## src/hdl/tar_pkg.sv

```systemverilog
// Package for the register ALU unit: operation codes and operand/result bundles.
// Used by tar_shift, tar_alu and thumb_alu_register_ops_unit; no dependencies.
package tar_pkg;

    typedef enum logic [3:0] {
        OP_AND = 4'd0,
        OP_EOR = 4'd1,
        OP_LSL = 4'd2,
        OP_LSR = 4'd3,
        OP_ASR = 4'd4,
        OP_ADC = 4'd5,
        OP_SBC = 4'd6,
        OP_ROR = 4'd7,
        OP_TST = 4'd8,
        OP_NEG = 4'd9,
        OP_CMP = 4'd10,
        OP_CMN = 4'd11,
        OP_ORR = 4'd12,
        OP_MUL = 4'd13,
        OP_BIC = 4'd14,
        OP_MVN = 4'd15
    } t_alu_op;

    localparam int unsigned WORD_W  = 32;
    localparam int unsigned AMT_W   = 8;
    localparam int unsigned SHAMT_W = 5;

    typedef struct packed {
        t_alu_op             op;
        logic [WORD_W-1:0]   dest_value;
        logic [WORD_W-1:0]   source_value;
        logic                carry_in;
        logic                overflow_in;
    } t_alu_in;

    typedef struct packed {
        logic [WORD_W-1:0]   result;
        logic                write_back;
        logic                flag_negative;
        logic                flag_zero;
        logic                flag_carry;
        logic                flag_overflow;
    } t_alu_out;

    typedef struct packed {
        logic [WORD_W-1:0]   result;
        logic                carry;
    } t_shift_res;

endpackage

```

## src/hdl/tar_if.sv

```systemverilog
// Valid/ready channel interfaces for the register ALU unit: operand and result transfers.
// No dependencies.
interface tar_in_if;
    logic        valid;
    logic        ready;
    logic [3:0]  operation;
    logic [31:0] dest_value;
    logic [31:0] source_value;
    logic        carry_in;
    logic        overflow_in;

    modport source (output valid, operation, dest_value, source_value, carry_in, overflow_in,
                    input ready);
    modport sink   (input valid, operation, dest_value, source_value, carry_in, overflow_in,
                    output ready);
endinterface

interface tar_out_if;
    logic        valid;
    logic        ready;
    logic [31:0] result;
    logic        write_back;
    logic        flag_negative;
    logic        flag_zero;
    logic        flag_carry;
    logic        flag_overflow;

    modport source (output valid, result, write_back, flag_negative, flag_zero, flag_carry,
                    flag_overflow, input ready);
    modport sink   (input valid, result, write_back, flag_negative, flag_zero, flag_carry,
                    flag_overflow, output ready);
endinterface

```

## src/hdl/thumb_alu_register_ops_unit.sv

```systemverilog
// Top level of the register ALU unit: operand register, execute logic, result register.
// Depends on tar_pkg, tar_in_if, tar_out_if and tar_alu.
//
//  channel  | dir | handshake      | payload
//  ---------+-----+----------------+-----------------------------------------------
//  i_in     | in  | valid / ready  | operation, dest_value, source_value, carry_in,
//           |     |                | overflow_in
//  o_out    | out | valid / ready  | result, write_back, flag_negative, flag_zero,
//           |     |                | flag_carry, flag_overflow
//
// Each item passes the operand register and then the result register; one item per cycle
// sustained while the output is ready.
// The 32x32 low-word multiplier and the 33-bit adder set the execute path between the registers.
// Reset (synchronous, active low) empties both registers; no result is pending after it.
// A stalled output holds its result; the operand register keeps filling until both are full.
module thumb_alu_register_ops_unit
    import tar_pkg::*;
(
    input  logic          i_clk,
    input  logic          i_rst_n,
    tar_in_if.sink        i_in,
    tar_out_if.source     o_out
);

    logic     r_in_valid;
    t_alu_in  r_in;
    logic     r_out_valid;
    t_alu_out r_out;
    t_alu_out n_out;
    logic     advance;

    assign advance    = !r_out_valid || o_out.ready;
    assign i_in.ready = !r_in_valid || advance;

    tar_alu u_alu (
        .i_in  (r_in),
        .o_out (n_out)
    );

    always_ff @(posedge i_clk) begin
        if (!i_rst_n) begin
            r_in_valid  <= 1'b0;
            r_out_valid <= 1'b0;
        end else begin
            if (i_in.ready) begin
                r_in_valid <= i_in.valid;
            end
            if (advance) begin
                r_out_valid <= r_in_valid;
            end
        end
    end

    always_ff @(posedge i_clk) begin
        if (i_in.valid && i_in.ready) begin
            r_in.op           <= t_alu_op'(i_in.operation);
            r_in.dest_value   <= i_in.dest_value;
            r_in.source_value <= i_in.source_value;
            r_in.carry_in     <= i_in.carry_in;
            r_in.overflow_in  <= i_in.overflow_in;
        end
        if (advance && r_in_valid) begin
            r_out <= n_out;
        end
    end

    assign o_out.valid         = r_out_valid;
    assign o_out.result        = r_out.result;
    assign o_out.write_back    = r_out.write_back;
    assign o_out.flag_negative = r_out.flag_negative;
    assign o_out.flag_zero     = r_out.flag_zero;
    assign o_out.flag_carry    = r_out.flag_carry;
    assign o_out.flag_overflow = r_out.flag_overflow;

    a_hold_operand: assert property (@(posedge i_clk) disable iff (!i_rst_n)
        (r_in_valid && !advance) |=> (r_in_valid && $stable(r_in)))
        else $error("operand register lost its item during a stall");

    a_move_to_result: assert property (@(posedge i_clk) disable iff (!i_rst_n)
        (r_in_valid && advance) |=> r_out_valid)
        else $error("operand item did not reach the result register");

    a_no_phantom: assert property (@(posedge i_clk) disable iff (!i_rst_n)
        (!r_in_valid && advance) |=> !r_out_valid)
        else $error("result valid without a source item");

endmodule

```

## src/hdl/tar_shift.sv

```systemverilog
// Barrel shifter for LSL, LSR, ASR and ROR with carry-out.
// Depends on tar_pkg.
module tar_shift
    import tar_pkg::*;
(
    input  t_alu_op             i_op,
    input  logic [WORD_W-1:0]   i_value,
    input  logic [AMT_W-1:0]    i_amount,
    input  logic                i_carry,
    output t_shift_res          o_res
);

    logic [SHAMT_W-1:0] k;
    logic               amt_zero;
    logic               amt_word;
    logic               amt_over;
    logic [WORD_W:0]    lsl_w;
    logic [WORD_W:0]    lsr_w;
    logic [WORD_W:0]    asr_w;
    logic [2*WORD_W-1:0] ror_w;
    logic               sign;

    assign k        = i_amount[SHAMT_W-1:0];
    assign amt_zero = (i_amount == '0);
    assign amt_word = (i_amount == AMT_W'(WORD_W));
    assign amt_over = (i_amount > AMT_W'(WORD_W));
    assign sign     = i_value[WORD_W-1];
    assign lsl_w    = {1'b0, i_value} << k;
    assign lsr_w    = {i_value, 1'b0} >> k;
    assign asr_w    = (WORD_W+1)'($signed({i_value, 1'b0}) >>> k);
    assign ror_w    = {i_value, i_value} >> k;

    always_comb begin
        o_res.result = i_value;
        o_res.carry  = i_carry;
        if (!amt_zero) begin
            case (i_op)
                OP_LSL: begin
                    if (amt_word) begin
                        o_res.result = '0;
                        o_res.carry  = i_value[0];
                    end else if (amt_over) begin
                        o_res.result = '0;
                        o_res.carry  = 1'b0;
                    end else begin
                        o_res.result = lsl_w[WORD_W-1:0];
                        o_res.carry  = lsl_w[WORD_W];
                    end
                end
                OP_LSR: begin
                    if (amt_word) begin
                        o_res.result = '0;
                        o_res.carry  = sign;
                    end else if (amt_over) begin
                        o_res.result = '0;
                        o_res.carry  = 1'b0;
                    end else begin
                        o_res.result = lsr_w[WORD_W:1];
                        o_res.carry  = lsr_w[0];
                    end
                end
                OP_ASR: begin
                    if (amt_word || amt_over) begin
                        o_res.result = {WORD_W{sign}};
                        o_res.carry  = sign;
                    end else begin
                        o_res.result = asr_w[WORD_W:1];
                        o_res.carry  = asr_w[0];
                    end
                end
                OP_ROR: begin
                    o_res.result = ror_w[WORD_W-1:0];
                    o_res.carry  = ror_w[WORD_W-1];
                end
                default: begin
                    o_res.result = i_value;
                    o_res.carry  = i_carry;
                end
            endcase
        end
    end

endmodule

```

## src/hdl/tar_alu.sv

```systemverilog
// Combinational execute logic: logic ops, shared adder, multiplier and flag generation.
// Depends on tar_pkg and tar_shift.
module tar_alu
    import tar_pkg::*;
(
    input  t_alu_in   i_in,
    output t_alu_out  o_out
);

    logic [WORD_W-1:0] a;
    logic [WORD_W-1:0] b;
    logic [WORD_W-1:0] add_x;
    logic [WORD_W-1:0] add_y;
    logic              add_cin;
    logic [WORD_W:0]   sum;
    logic              add_v;
    logic [WORD_W-1:0] prod;
    logic [WORD_W-1:0] res;
    logic              c_new;
    logic              v_new;
    logic              wb;
    t_shift_res        sh;

    assign a = i_in.dest_value;
    assign b = i_in.source_value;

    tar_shift u_shift (
        .i_op     (i_in.op),
        .i_value  (a),
        .i_amount (b[AMT_W-1:0]),
        .i_carry  (i_in.carry_in),
        .o_res    (sh)
    );

    always_comb begin
        add_x   = (i_in.op == OP_NEG) ? '0 : a;
        add_y   = (i_in.op inside {OP_SBC, OP_CMP, OP_NEG}) ? ~b : b;
        add_cin = 1'b0;
        if (i_in.op inside {OP_ADC, OP_SBC}) begin
            add_cin = i_in.carry_in;
        end else if (i_in.op inside {OP_CMP, OP_NEG}) begin
            add_cin = 1'b1;
        end
    end

    assign sum   = {1'b0, add_x} + {1'b0, add_y} + (WORD_W+1)'(add_cin);
    assign add_v = ~(add_x[WORD_W-1] ^ add_y[WORD_W-1]) & (add_x[WORD_W-1] ^ sum[WORD_W-1]);
    assign prod  = a * b;

    always_comb begin
        res   = '0;
        c_new = i_in.carry_in;
        v_new = i_in.overflow_in;
        wb    = 1'b1;
        case (i_in.op)
            OP_AND: res = a & b;
            OP_EOR: res = a ^ b;
            OP_LSL, OP_LSR, OP_ASR, OP_ROR: begin
                res   = sh.result;
                c_new = sh.carry;
            end
            OP_ADC, OP_SBC, OP_NEG: begin
                res   = sum[WORD_W-1:0];
                c_new = sum[WORD_W];
                v_new = add_v;
            end
            OP_TST: begin
                res = a & b;
                wb  = 1'b0;
            end
            OP_CMP, OP_CMN: begin
                res   = sum[WORD_W-1:0];
                c_new = sum[WORD_W];
                v_new = add_v;
                wb    = 1'b0;
            end
            OP_ORR: res = a | b;
            OP_MUL: res = prod;
            OP_BIC: res = a & ~b;
            OP_MVN: res = ~b;
            default: res = ~b;
        endcase
    end

    assign o_out.result        = res;
    assign o_out.write_back    = wb;
    assign o_out.flag_negative = res[WORD_W-1];
    assign o_out.flag_zero     = (res == '0);
    assign o_out.flag_carry    = c_new;
    assign o_out.flag_overflow = v_new;

endmodule

```

## src/flat_wrapper.sv

```systemverilog
// flat-port wrapper written by rule: the top's interface ports become plain ports
module thumb_alu_register_ops_unit_flat import tar_pkg::*;
  (i_clk, i_rst_n, i_in_valid, i_in_operation, i_in_dest_value, i_in_source_value, i_in_carry_in, i_in_overflow_in, i_in_ready, o_out_valid, o_out_result, o_out_write_back, o_out_flag_negative, o_out_flag_zero, o_out_flag_carry, o_out_flag_overflow, o_out_ready);
  tar_in_if i_in_i ();
  tar_out_if o_out_i ();
  input  logic i_clk;
  input  logic i_rst_n;
  input wire logic [$bits(i_in_i.valid)-1:0] i_in_valid;
  input wire logic [$bits(i_in_i.operation)-1:0] i_in_operation;
  input wire logic [$bits(i_in_i.dest_value)-1:0] i_in_dest_value;
  input wire logic [$bits(i_in_i.source_value)-1:0] i_in_source_value;
  input wire logic [$bits(i_in_i.carry_in)-1:0] i_in_carry_in;
  input wire logic [$bits(i_in_i.overflow_in)-1:0] i_in_overflow_in;
  output wire logic [$bits(i_in_i.ready)-1:0] i_in_ready;
  output wire logic [$bits(o_out_i.valid)-1:0] o_out_valid;
  output wire logic [$bits(o_out_i.result)-1:0] o_out_result;
  output wire logic [$bits(o_out_i.write_back)-1:0] o_out_write_back;
  output wire logic [$bits(o_out_i.flag_negative)-1:0] o_out_flag_negative;
  output wire logic [$bits(o_out_i.flag_zero)-1:0] o_out_flag_zero;
  output wire logic [$bits(o_out_i.flag_carry)-1:0] o_out_flag_carry;
  output wire logic [$bits(o_out_i.flag_overflow)-1:0] o_out_flag_overflow;
  input wire logic [$bits(o_out_i.ready)-1:0] o_out_ready;
  assign i_in_i.valid = i_in_valid;
  assign i_in_i.operation = i_in_operation;
  assign i_in_i.dest_value = i_in_dest_value;
  assign i_in_i.source_value = i_in_source_value;
  assign i_in_i.carry_in = i_in_carry_in;
  assign i_in_i.overflow_in = i_in_overflow_in;
  assign i_in_ready = i_in_i.ready;
  assign o_out_valid = o_out_i.valid;
  assign o_out_result = o_out_i.result;
  assign o_out_write_back = o_out_i.write_back;
  assign o_out_flag_negative = o_out_i.flag_negative;
  assign o_out_flag_zero = o_out_i.flag_zero;
  assign o_out_flag_carry = o_out_i.flag_carry;
  assign o_out_flag_overflow = o_out_i.flag_overflow;
  assign o_out_i.ready = o_out_ready;
  thumb_alu_register_ops_unit u_core (.i_clk(i_clk), .i_rst_n(i_rst_n), .i_in(i_in_i), .o_out(o_out_i));
endmodule
```

## config.mk

```make
export PLATFORM = sky130hd
export DESIGN_NAME = thumb_alu_register_ops_unit_flat
export DESIGN_NICKNAME = d
export VERILOG_FILES = /design/src/hdl/tar_pkg.sv /design/src/hdl/tar_if.sv /design/src/hdl/thumb_alu_register_ops_unit.sv /design/src/hdl/tar_shift.sv /design/src/hdl/tar_alu.sv /design/src/flat_wrapper.sv
export SDC_FILE = /design/constraint.sdc
export NUM_CORES = 2
export LEC_CHECK = 0
export ABC_AREA = 1
export BUFFER_PORTS_ARGS = -buffer_cell sky130_fd_sc_hd__buf_2
export CELL_PAD_IN_SITES_DETAIL_PLACEMENT = 1
export CELL_PAD_IN_SITES_GLOBAL_PLACEMENT = 2
export CORE_AREA = 2 2 278 280
export DETAILED_ROUTE_END_ITERATION = 16
export DIE_AREA = 0 0 280 282
export PLACE_DENSITY_LB_ADDON = 0.1
export REMOVE_ABC_BUFFERS = 1
export SETUP_SLACK_MARGIN = 0.1
export SYNTH_ARGS = -nofsm -noshare
export SYNTH_HDL_FRONTEND = slang
export SYNTH_SLANG_ARGS = --single-unit
```

## constraint.sdc

```tcl
create_clock -name i_clk -period 12.3 [get_ports i_clk]
set_input_delay 1.23 -clock i_clk [delete_from_list [all_inputs] [get_ports i_clk]]
set_output_delay 1.23 -clock i_clk [all_outputs]
set_load 0.03 [all_outputs]
```

[Yosys cells after proc, flatten, opt, wreduce, memory -nomap -nowiden]
Cells that the tools add are included.
Word-level totals
  output and inout port bits: 39
  flip-flop bits (word level): 109
  logic and storage cells: 78
  input bits: 74
Operators by class
  bitwise operators: 9
  muxes and demuxes: 15
  equality and inequality tests: 16
  add/subtract/negate cells: 2
  reductions and logical operators: 17
  multipliers: 1
  shift-type cells: 4
  $lt $le $gt $ge: 1
Operator list (number)
  one-hot mux 32 bit (8 select lines): 1
  two-way mux 33 bit: 6
  one-hot mux 33 bit (4 select lines): 1
  bitwise AND 32 bit: 2
  two-way mux 32 bit: 2
  right shift 64 x 5 -> 32 bit: 1
  adder 32 x 32 -> 33 bit: 1
  adder 33 x 1 -> 33 bit: 1
  << shifter 32 x 5 -> 33 bit: 1
  right shift 33 x 5 -> 33 bit: 1
  >>> shifter 33 x 5 -> 33 bit: 1
  == test 4 bit, second input constant: 8
  logical NOT 32 bit: 1
  multiplier 32 x 32 -> 32 bit: 1
  NOT 32 bit: 1
  OR 32 bit: 1
  XOR 32 bit: 1
  == test 4 x 3 -> 1 bit, second input constant: 4
  == test 4 x 2 -> 1 bit, second input constant: 2
  == test 8 x 6 -> 1 bit, second input constant: 1
  greater-than comparator 8 x 6 -> 1 bit, second input constant: 1
  logical NOT 8 bit: 1
  OR reduction 5 bit: 1
  == test 4 x 1 -> 1 bit, second input constant: 1
  other kinds (14): 23

[Logic depth before layout (Yosys ltp)]
  word-level depth: 8
  gate-level depth with buffers: 38
  depth with buffers taken out: 35

[Hierarchy]
From an unflattened synthesis, not the netlist that was laid out.
Second synthesis, totals
  cell total of the unflattened synthesis: 4509
  area total of the unflattened synthesis: 30670.7 um2
Modules (own cells, without submodules)
  tar_alu: cells an instance 3328, times used 1, sequential area each 0.0 um2, area each 22425.3 um2
  tar_shift: cells an instance 1061, times used 1, sequential area each 0.0 um2, area each 4937.2 um2
  thumb_alu_register_ops_unit: cells an instance 120, times used 1, sequential area each 3253.1 um2, area each 3308.2 um2

[Worst setup path before layout]
Ideal clock, no wire load.
  path type: register to register
  start point: register u_core.r_in[5] in the netlist's numbering
  end point: register u_core.r_out, in the netlist u_core.o_out.flag_zero (data pin)
  period minus slack after synthesis: 7.708 ns
  setup slack: 4.592 ns
  library setup time: 0.150 ns
  stages on the path, launching flop included: 33
  path buffers: 5
  arrival time: 7.558 ns
  required time: 12.150 ns
  cell sequence: edfxtp_1 -> buf_2 -> buf_1 -> buf_1 -> buf_1 -> clkbuf_1 -> nand2_1 -> fa_1 -> inv_1 -> fa_1 -> inv_1 -> fa_1 -> fa_1 -> inv_1 -> fa_1 -> fa_1 -> fa_1 -> fa_1 -> ha_1 -> nand2_1 -> nor4_1 -> nand3_1 -> nand3_1 -> nand2_1 -> nand3_1 -> nand2_1 -> nor2_1 -> nand3_1 -> nor2_1 -> nand2_1 -> nor2_1 -> nand4_1 -> nor3_2
RTL lines
  start, declared: line thumb_alu_register_ops_unit.sv:26  | t_alu_in r_in;
  end signal, assigned: line thumb_alu_register_ops_unit.sv:63  | r_out <= n_out;
  end, declared: line thumb_alu_register_ops_unit.sv:28  | t_alu_out r_out;

==> flow_summary.yaml <==
worst_setup_path:
  cpMostUsedCell: "fa_1"
  critPathLaunchType: "register"
  worst_path_max_delay_cell: "edfxtp_1"
  reg2reg_from: "u_core.r_in[6]"
  end_kind: "register"
  arrival_ns: 8.48
  ff2ff_path_depth: 31
  rrSetupSlack_ns: 4.09
  cp.required_ns: 12.57
  cp_max_fo: 23
  path_class: "reg2reg"
  r2r-end: "u_core.o_out.flag_zero"
  cpPeakStageDelay_ns: 1.04
clock_network:
  path_clk_slew_ns: 0.11
  cts_resized: 0
  cts_tree: "yes"
  holdBufCountCts: 0
  numCtsBuffers: 9
  root_buffer: "clkbuf_16"
  cts_setup_buffers: 0
  clock_path_buffers: 2
  htreeDepth: 3
  cts_sinks: 108
  clock_latency_ns: 0.42
place:
  port-buffer-count: 112
  place_ws_ns: 4.128
  dp_hpwl_um: 104200
  gp_congestion: 0.9733
  dp.cells: 5390
routing:
  ant_nets: 0
  wl_um: 132900
  wl_per_cell_um: 24.57
  vias: 29290
  drc: 0
  routed_via_density: 5.419
  firstDrtPassIters: 6
  first_iter_violations: 2223
timing:
  fin_skew_ns: 0.03906
  fin_crit_ns: 8.207
  rsz0062_at_grt: "no"
  post-route-period-util_pct: 66.73
  max_slew_margin_pct: 24.83
  worst_slew_pin_slew_ns: 1.128
  setup_violations: 0
  hold_viol_final: 0
  setup_slack_ns: 4.093
  tns_ns: 0
  slew_viol_final: 0
  fmax_ghz: 0.1218
grt:
  grt_pass1_wl_um: 198600
  grt_pass1_vias: 30510
  grt_overflow: 0
  grt_max_degree: 74
  grtUsageTotal_pct: 34.20
  antenna_found_initial: 4
synth:
  ys.flop_type: "edfxtp_1"
  yosys_warnings: 0
  netlist_instances: 4450
  synth_area_per_cell_um2: 6.754
  mappedNetlistArea_um2: 30060
  post_synth_num_cell_types: 54
  ys_seq_area_share_pct: 10.72
  synth_edf_count: 106
  async_flop_share_pct: 0
  ys_seq_elements: 108
floorplanning:
  core_area_um2: 75700
  die_h_um: 282
  die_area_um2: 78960
  rows: 101
  die_w_um: 280
  start_util_pct: 39.70
  ios: 113
run:
  maxCapViolations: 0
finish:
  area_growth_pct: 5.803
  layoutNonFillerInstCount: 5406
  post-route-util_pct: 42.01
  drive_above_1_share_pct: 5.646
  nNetsFinal: 5110
  diodes: 0
min_path:
  hold_class: "reg2reg"
  worstHoldPathCells: 2
  whs_endpoint: "u_core.o_out.valid"
  hold_start: "u_core.r_in_valid"
status:
  status: "finished, final reports clean"
routing by layer:
metal | global-route usage [%] | up-vias | share of wire [%]
met5 | 0 | - | 0.0068
met3 | 5.212 | 202 | 7.0
met4 | 13.23 | 2 | 4.3
met1 | 45.75 | 14670 | 43
met2 | 55.72 | 978 | 46
li1 | - | 13440 | -
placed cells by master (no fill, tap or decap), types with 92 or more instances in the layout:
cell type	Yosys	routed
inv_1	990	989
ha_1	203	203
nor2_1	249	249
o21ai_1	93	92
o21ai_0	166	166
edfxtp_1	106	106
fa_1	410	410
buf_2	22	112
a21oi_1	137	136
nand2_1	1287	1287
nand3_1	222	222
synth_stat cells (11+ instances only):
cell,number,area (um2)
nand2_1,1287,4831
inv_1,990,3716
fa_1,410,8208
nor2_1,249,934.7
nand3_1,222,1111
ha_1,203,2540
o21ai_0,166,830.8
a21oi_1,137,685.7
clkbuf_1,129,484.2
edfxtp_1,106,3183
o21ai_1,93,465.5
xor2_1,64,560.5
buf_1,61,229.0
nand4_1,49,306.5
nor3_1,28,140.1
o211ai_1,27,202.7
or2_2,23,143.9
buf_2,22,110.1
inv_2,16,60.06
a21o_1,15,112.6
a31oi_1,13,81.33
o21bai_1,13,97.59
xnor2_1,12,105.1
o32ai_1,11,96.34
worst max-delay path: cells and delay by family (launching register included):
kind | cells | cell delay (ns)
flops | 1 | 1.04
buf+inv | 6 | 0.42
fa+ha+maj | 9 | 4.21
simple gates | 15 | 2.28
compound gates | 1 | 0.09
cell type report:
type	instances	area, um2
clock buffers	9	225.2
clock inverters	7	80.08
fillers	9841	43900
inverters	1009	3787
multi-input cells	3112	22170
flip-flops and latches	108	3223
well taps	978	1224
repair buffers	183	1094
worst max path at each step:
stage / startpoint / end / slack [ns] / depth (start not counted)
after CTS: u_core.r_in[6] / u_core.o_out.flag_zero / 4.08 / 28
final: u_core.r_in[6] / u_core.o_out.flag_zero / 4.09 / 31
after global routing: u_core.r_in[6] / u_core.o_out.flag_zero / 3.68 / 31
after detailed placement: u_core.r_in[6] / u_core.o_out.flag_zero / 4.13 / 28
after floorplan: u_core.r_in[5] / u_core.o_out.flag_zero / 4.27 / 27
after global placement: u_core.r_in[6] / u_core.o_out.flag_zero / 4.17 / 28
state kept, by name (all words and copies together), names as in the netlist:
name / flops
u_core.r_in: 70
u_core.o_out.result: 31
u_core.o_out.flag_carry: 1
u_core.o_out.flag_negative: 1
u_core.o_out.flag_overflow: 1
u_core.o_out.flag_zero: 1
u_core.o_out.valid: 1
u_core.o_out.write_back: 1
u_core.r_in_valid: 1
cell families (layout without fill, tap and decap cells):
| logic type | Yosys count | count (layout) | share of synthesized area (%) |
|---|---|---|---|
| xor gates and xnor gates | 76 | 76 | 2.215 |
| buffers and inverters | 1230 | 1208 | 15.62 |
| DFF | 108 | 108 | 10.72 |
| AOI/OAI and AO/OA | 524 | 524 | 9.833 |
| adders and majority gates | 613 | 613 | 35.76 |
| muxes | 6 | 6 | 0.1998 |
| and+or+nand+nor | 1893 | 1893 | 25.65 |
through the flow:
stage,instance area (um2),hold WS [ns]
final,31800,0.5286
after global routing,31800,0.5613
after CTS,31800,0.5340
after detailed placement,31490,0.5244
after global placement,31490,0.5237
after floorplan,29150,0.4477
Power is not shown: default switching activity piles up to over one toggle a cycle in this logic, so the estimate is an artifact.
